===== src/hw/rtl/sbm_pkg.sv =====
package sbm_pkg;

    localparam int SBM_SAMPLE_BITS    = 24;
    localparam int SBM_GAIN_FRAC_BITS = 16;
    localparam int SBM_CFG_IDX_BITS   = 3;
    localparam int SBM_CFG_DATA_BITS  = 16;
    localparam int SBM_POS_BITS       = 16;
    localparam int SBM_LAW_BITS       = 15;

    // center level limits, Q0.15
    localparam logic [SBM_LAW_BITS-1:0] SBM_LAW_MIN = 15'd16384;
    localparam logic [SBM_LAW_BITS-1:0] SBM_LAW_MAX = 15'd23170;

    typedef enum logic [SBM_CFG_IDX_BITS-1:0] {
        REG_BALANCE   = 3'd0,
        REG_LEFT_POS  = 3'd1,
        REG_RIGHT_POS = 3'd2,
        REG_LAW       = 3'd3,
        REG_MONO      = 3'd4
    } t_sbm_reg;

    typedef enum logic [2:0] {
        GS_IDLE,
        GS_TERM,
        GS_LEVEL,
        GS_STORE,
        GS_DIV,
        GS_MATRIX
    } t_sbm_gstate;

    typedef struct packed {
        logic signed [SBM_SAMPLE_BITS-1:0] in_left;
        logic signed [SBM_SAMPLE_BITS-1:0] in_right;
    } t_sbm_in;

    typedef struct packed {
        logic signed [SBM_SAMPLE_BITS-1:0] out_left;
        logic signed [SBM_SAMPLE_BITS-1:0] out_right;
    } t_sbm_out;

endpackage


===== src/hw/rtl/sbm_gain_calc.sv =====
module sbm_gain_calc #(
    parameter int GAIN_FRAC_BITS = sbm_pkg::SBM_GAIN_FRAC_BITS
) (
    input  logic                                   i_clk,
    input  logic                                   i_rst_n,
    input  logic                                   i_cfg_wr,
    input  logic [sbm_pkg::SBM_CFG_IDX_BITS-1:0]   i_cfg_index,
    input  logic [sbm_pkg::SBM_CFG_DATA_BITS-1:0]  i_cfg_data,
    output logic                                   o_gain_ok,
    output logic                                   o_mono,
    output logic [GAIN_FRAC_BITS+1:0]              o_g_l2l,
    output logic [GAIN_FRAC_BITS+1:0]              o_g_l2r,
    output logic [GAIN_FRAC_BITS+1:0]              o_g_r2l,
    output logic [GAIN_FRAC_BITS+1:0]              o_g_r2r
);
    import sbm_pkg::*;

    localparam int G  = GAIN_FRAC_BITS;
    localparam int QW = G + 2;          // gain width, Q2.G
    localparam int VW = 46;             // level in Q45, at most 2^45
    localparam int NW = 47;             // level plus rounding half
    localparam int DW = 45 - G;         // divisor law * 2^(30-G)
    localparam int CW = $clog2(QW);
    localparam logic [2:0] LAST_BAL = 3'd1;
    localparam logic [2:0] LAST_POS = 3'd5;
    localparam logic [1:0] LAST_MAT = 2'd3;

    // configuration registers
    logic signed [SBM_POS_BITS-1:0] r_bal_pos;
    logic signed [SBM_POS_BITS-1:0] r_left_pos;
    logic signed [SBM_POS_BITS-1:0] r_right_pos;
    logic [SBM_LAW_BITS-1:0]        r_law;
    logic                           r_mono;

    always_ff @(posedge i_clk) begin
        if (!i_rst_n) begin
            r_bal_pos   <= '0;
            r_left_pos  <= -16'sd32767;
            r_right_pos <= 16'sd32767;
            r_law       <= SBM_LAW_MIN;
            r_mono      <= 1'b0;
        end else if (i_cfg_wr) begin
            case (t_sbm_reg'(i_cfg_index))
                REG_BALANCE:   r_bal_pos   <= i_cfg_data;
                REG_LEFT_POS:  r_left_pos  <= i_cfg_data;
                REG_RIGHT_POS: r_right_pos <= i_cfg_data;
                REG_LAW:       r_law       <= i_cfg_data[SBM_LAW_BITS-1:0];
                REG_MONO:      r_mono      <= i_cfg_data[0];
                default: ;
            endcase
        end
    end

    t_sbm_gstate r_state, n_state;
    logic [2:0]                r_k, n_k;
    logic [1:0]                r_j, n_j;
    logic [CW-1:0]             r_cnt, n_cnt;
    logic signed [31:0]        r_t, n_t;
    logic [VW-1:0]             r_v, n_v;
    logic [DW-1:0]             r_rem, n_rem;
    logic [QW-1:0]             r_dq, n_dq;
    logic [QW-1:0]             r_pan [4];
    logic [QW-1:0]             n_pan [4];
    logic [QW-1:0]             r_bal [2];
    logic [QW-1:0]             n_bal [2];
    logic [QW-1:0]             r_mat [4];
    logic [QW-1:0]             n_mat [4];

    logic [SBM_LAW_BITS-1:0]   w_law;
    logic signed [16:0]        w_p;
    logic signed [16:0]        w_c2;
    logic signed [33:0]        w_t_full;
    logic signed [48:0]        w_v_full;
    logic [NW-1:0]             w_pan_sum;
    logic [NW-1:0]             w_num;
    logic [DW-1:0]             w_den;
    logic [DW:0]               w_rem_sh;
    logic [DW+1:0]             w_diff;
    logic                      w_ge;
    logic [2*QW-1:0]           w_mprod;

    always_comb begin
        if (r_law < SBM_LAW_MIN) begin
            w_law = SBM_LAW_MIN;
        end else if (r_law > SBM_LAW_MAX) begin
            w_law = SBM_LAW_MAX;
        end else begin
            w_law = r_law;
        end
    end

    // positions in order: balance, -balance, left, -left, right, -right
    always_comb begin
        case (r_k)
            3'd0:    w_p = 17'(r_bal_pos);
            3'd1:    w_p = -17'(r_bal_pos);
            3'd2:    w_p = 17'(r_left_pos);
            3'd3:    w_p = -17'(r_left_pos);
            3'd4:    w_p = 17'(r_right_pos);
            3'd5:    w_p = -17'(r_right_pos);
            default: w_p = '0;
        endcase
    end

    assign w_c2      = 17'sd16384 - $signed({2'b00, w_law});
    assign w_t_full  = 34'(w_c2) * 34'(w_p);
    assign w_v_full  = 49'(r_t) * 49'(w_p) + $signed(49'({w_law, 30'd0}));
    assign w_pan_sum = NW'(r_v) + (NW'(1) << (44 - G));
    assign w_num     = NW'(r_v) + (NW'(w_law) << (29 - G));
    assign w_den     = DW'(w_law) << (30 - G);
    assign w_rem_sh  = {r_rem, r_dq[QW-1]};
    assign w_diff    = {1'b0, w_rem_sh} - {2'b00, w_den};
    assign w_ge      = !w_diff[DW+1];
    assign w_mprod   = (2*QW)'(r_pan[r_j]) * (2*QW)'(r_bal[r_j[0]])
                       + ((2*QW)'(1) << (G - 1));

    always_ff @(posedge i_clk) begin
        if (!i_rst_n) begin
            r_state <= GS_TERM;
            r_k     <= '0;
            r_j     <= '0;
            r_cnt   <= '0;
        end else begin
            r_state <= n_state;
            r_k     <= n_k;
            r_j     <= n_j;
            r_cnt   <= n_cnt;
        end
    end

    always_ff @(posedge i_clk) begin
        r_t   <= n_t;
        r_v   <= n_v;
        r_rem <= n_rem;
        r_dq  <= n_dq;
        r_pan <= n_pan;
        r_bal <= n_bal;
        r_mat <= n_mat;
    end

    always_comb begin
        n_state = r_state;
        n_k     = r_k;
        n_j     = r_j;
        n_cnt   = r_cnt;
        n_t     = r_t;
        n_v     = r_v;
        n_rem   = r_rem;
        n_dq    = r_dq;
        n_pan   = r_pan;
        n_bal   = r_bal;
        n_mat   = r_mat;
        case (r_state)
            GS_IDLE: ;
            GS_TERM: begin
                n_t     = 32'(w_t_full) - 32'sd536870912;
                n_state = GS_LEVEL;
            end
            GS_LEVEL: begin
                // level never below zero
                n_v     = w_v_full[48] ? '0 : w_v_full[VW-1:0];
                n_state = GS_STORE;
            end
            GS_STORE: begin
                if (r_k <= LAST_BAL) begin
                    n_rem   = w_num[NW-1:QW];
                    n_dq    = w_num[QW-1:0];
                    n_cnt   = '0;
                    n_state = GS_DIV;
                end else begin
                    n_pan[2'(r_k - 3'd2)] = QW'(w_pan_sum >> (45 - G));
                    if (r_k == LAST_POS) begin
                        n_j     = '0;
                        n_state = GS_MATRIX;
                    end else begin
                        n_k     = r_k + 3'd1;
                        n_state = GS_TERM;
                    end
                end
            end
            GS_DIV: begin
                n_rem = w_ge ? w_diff[DW-1:0] : w_rem_sh[DW-1:0];
                n_dq  = {r_dq[QW-2:0], w_ge};
                n_cnt = r_cnt + CW'(1);
                if (r_cnt == CW'(QW - 1)) begin
                    n_bal[r_k[0]] = {r_dq[QW-2:0], w_ge};
                    n_k           = r_k + 3'd1;
                    if (r_k == LAST_BAL && r_mono) begin
                        n_state = GS_IDLE;
                    end else begin
                        n_state = GS_TERM;
                    end
                end
            end
            GS_MATRIX: begin
                n_mat[r_j] = QW'(w_mprod >> G);
                n_j        = r_j + 2'd1;
                if (r_j == LAST_MAT) begin
                    n_state = GS_IDLE;
                end
            end
            default: n_state = GS_TERM;
        endcase
        // any register write recomputes every gain
        if (i_cfg_wr) begin
            n_state = GS_TERM;
            n_k     = '0;
        end
    end

    assign o_gain_ok = (r_state == GS_IDLE);
    assign o_mono    = r_mono;
    assign o_g_l2l   = r_mono ? r_bal[0] : r_mat[0];
    assign o_g_l2r   = r_mono ? r_bal[1] : r_mat[1];
    assign o_g_r2l   = r_mono ? '0 : r_mat[2];
    assign o_g_r2r   = r_mono ? '0 : r_mat[3];

endmodule


===== config.mk =====
export PLATFORM = sky130hd
export DESIGN_NAME = sbm_gain_calc
export DESIGN_NICKNAME = d
export VERILOG_FILES = /design/src/hw/rtl/sbm_pkg.sv /design/src/hw/rtl/sbm_gain_calc.sv
export SDC_FILE = /design/constraint.sdc
export NUM_CORES = 2
export LEC_CHECK = 0
export ABC_AREA = 1
export BUFFER_PORTS_ARGS = -buffer_cell sky130_fd_sc_hd__buf_2
export CAP_MARGIN = 20
export CORE_MARGIN = 5
export CORE_UTILIZATION = 40
export DETAILED_ROUTE_END_ITERATION = 10
export GPL_ROUTABILITY_DRIVEN = 0
export RECOVER_POWER = 50
export SYNTH_ARGS = -nofsm -noshare
export SYNTH_HDL_FRONTEND = slang
export SYNTH_SLANG_ARGS = --single-unit

===== constraint.sdc =====
create_clock -name i_clk -period 7.3 [get_ports i_clk]
set_clock_uncertainty 0.15 [all_clocks]
set_input_delay 1.095 -clock i_clk [delete_from_list [all_inputs] [get_ports i_clk]]
set_output_delay 1.095 -clock i_clk [all_outputs]
set_load 0.05 [all_outputs]

==> impl_metrics.json <==
{
  "status": "finished with violations",
  "violations": "capacitance limit, slew limit, setup timing",
  "rows": 140,
  "seqPwrFrac_pct": 12.0,
  "pwr-share-clk_pct": 7.3,
  "synth_edf_count": 305,
  "track_usage_pct": 25.5,
  "synth_cells": 6988,
  "wl_per_cell_um": 20.2,
  "vias": 49900,
  "ys_top_cells_by_count": "inv_1, nand2_1, fa_1",
  "yosysTopAreaCell": "fa_1",
  "grt_setup_unrepaired": "yes",
  "chipWidth_um": 393,
  "antenna_found_initial": 1,
  "layout_setup_ws_ps": -280,
  "io_buffers": 95,
  "maxCapViolations": 5,
  "slew_headroom_pct": -94.7,
  "diodes": 0,
  "drtPass1Iterations": 8,
  "coreArea_sq_mm": 0.146,
  "arrival_ps": 7840,
  "postCtsHoldBufs": 0,
  "fp.dieH_um": 393,
  "async_flop_share_pct": 0,
  "instances_no_fill": 9778,
  "timing.fmax_ghz": 0.132,
  "yosysMostFrequentCell": "inv_1",
  "cts_tree": "done",
  "synth_area_leaders": "fa_1, edfxtp_1, inv_1",
  "synth_area_per_cell_sq_um": 8.39,
  "finalNetCount": 9280,
  "n_fill_cell": 13700,
  "cpPeakStageDelay_ps": 520,
  "path_max_fanout": 5,
  "swShare_pct": 49.9,
  "p_sw_mw": 16.5,
  "hpwl_mm": 163,
  "hold_class": "reg -> reg",
  "finalSetupViolCount": 83,
  "finalCriticalPeriod_ps": 7580,
  "grt_overflow": 0,
  "clk_latency_ps": 610,
  "p_per_area_mw_per_mm2": 457,
  "fin_crit_sh_pct": 104,
  "slowest_stage": "fa_1",
  "ir_drop_v": 0.000911,
  "required_ps": 7560,
  "critPathKind": "reg -> reg",
  "start_util_pct": 40.2,
  "cts_buffer_depth": 3,
  "synth-main-ff-cell": "edfxtp_1",
  "whs_ps": 315,
  "synth_top_area_share_pct": 36.9,
  "cts.sinks": 382,
  "hold_viol": 0,
  "grt_pass1_vias": 52600,
  "worst_slew_pin_slew_ps": 2920,
  "drc": 0,
  "crit_top_cell": "fa_1",
  "ant_nets": 0,
  "dieArea_sq_mm": 0.154,
  "path_clk_slew_ps": 60,
  "synth-seq-cells": 382,
  "h-tree-depth": 2,
  "first_iter_violations": 3487,
  "ioPinCount": 96,
  "synth_cell_type_count": 53,
  "drive_gt1_share_pct": 19.6,
  "syn_to_final_growth_pct": 23.1,
  "root_buffer": "clkbuf_16",
  "p_int_mw": 16.5,
  "yosysSeqAreaShare_pct": 18.2,
  "routed_wl_mm": 198,
  "maxSlewViolCount": 254,
  "crit_path_end_kind": "register",
  "grt_pass1_wl_mm": 303,
  "power_frac_comb_pct": 80.7,
  "syn_area_sq_mm": 0.0587,
  "place_inst": 9602,
  "p_leak_nw": 35.4,
  "grt_max_degree": 69,
  "yosys_warnings": 0,
  "cts_buffers": 44,
  "routed_via_density": 5.10,
  "start_kind": "register"
}
## power by group through the flow
stage	registers (mW)	logic (mW)	clock network, mW
floorplan	3.67	12.0	0
global placement	3.98	21.2	0
detailed placement	3.98	21.4	0
CTS	3.94	24.8	2.45
global route	3.96	28.9	2.52
finish	3.96	26.6	2.40
## flip-flops by register name, summed over array words and instances (netlist names)
signal and flops:
r_v 46, r_t 32, r_state 3, r_rem 29
r_bal_pos 16, r_cnt 5, r_bal 36, r_pan 72
r_k 3, r_mat 72, r_j 2, r_dq 18
o_mono 1, r_law 15, r_right_pos 16, r_left_pos 16
## critical path: cells and delay by family (launching register included)
kind                     cells  cell delay (ps)
AO/OA/AOI/OAI                1              170
XOR/XNOR                     1              210
adder cells (fa/ha/maj)      7             3220
buffers and inverters       13             1410
flip-flops                   1              320
AND/OR/NAND/NOR             14             1890
## per-layer routing
layer	GRT usage, %	share of wire, %
met1	31.4	38
met2	42.9	47
met3	3.86	6.9
met4	14.8	7.5
met5	0	0.0040
## through the flow
step | utilization (%) | total power, mW | area, sq um | TNS [ps] | worst slack, ps
after detailed placement | 46.3 | 25.4 | 67400 | -36420 | -882
after global placement | 46.3 | 25.1 | 67400 | -29950 | -882
after floorplan | - | 15.6 | 58700 | 0 | 3.67
after global routing | 49.5 | 35.4 | 72200 | -46140 | -528
final | 49.5 | 33.0 | 72200 | -14970 | -280
after CTS | 48.7 | 31.2 | 70900 | -7210 | -227
## layout by cell type (no fill, tap or decap), types with 39 or more instances in the layout
cell type	instances
ha_1	311
edfxtp_1	305
xor2_1	69
nand2_1	1376
buf_12	56
inv_2	72
buf_2	94
inv_1	1606
fa_1	1049
buf_6	52
nand3_1	162
clkbuf_16	48
xnor2_1	48
a21oi_1	205
nand2_2	51
nor2_2	50
buf_4	773
nor2_1	637
o21ai_0	198
nand4_1	39
dfxtp_1	69
## path summary, 6_finish.rpt
path                  from        end  slack, ps  cells past startpoint
max reg2reg  r_left_pos[0]    r_t[27]       -280                     36
min reg2reg        r_dq[3]  r_bal[22]        320                      0
max          r_left_pos[0]    r_t[27]       -280                     36
min                r_dq[3]  r_bal[22]        320                      0
## cells by family (layout without fill, tap and decap cells)
logic type	count (synthesis)	after routing	share of synthesized area, %
AND/OR/NAND/NOR	2478	2478	16.8
other	2	6	0.0128
buffers and inverters	1917	2786	12.4
XOR/XNOR	134	134	2.04
adder cells (fa/ha/maj)	1432	1432	44.4
AO/OA/AOI/OAI	643	643	6.07
flip-flops	382	382	18.2
## timing repair
action / CTS / global route
endpoints found under the setup margin: 73 / 102
pin swaps: 135 / 154
endpoints found under the hold margin: 0 / 0
gates cloned: 5 / 4
setup buffers: 53 / 43
gates resized for setup: 346 / 291
## final cells by class
cell class                      count  area, sq um  share of cell area [%]
Timing Repair Buffer             1006         8350                    11.6
Sequential cell                   382        10700                    14.8
Multi-Input combinational cell   4693        42800                    59.3
Clock buffer                       50         1140                    1.59
Inverter                         1699         6410                    8.88
Tap cell                         1917         2400                    3.32
Clock inverter                     31          408                   0.565
No activity file was read; power rests on OpenSTA's default activity.
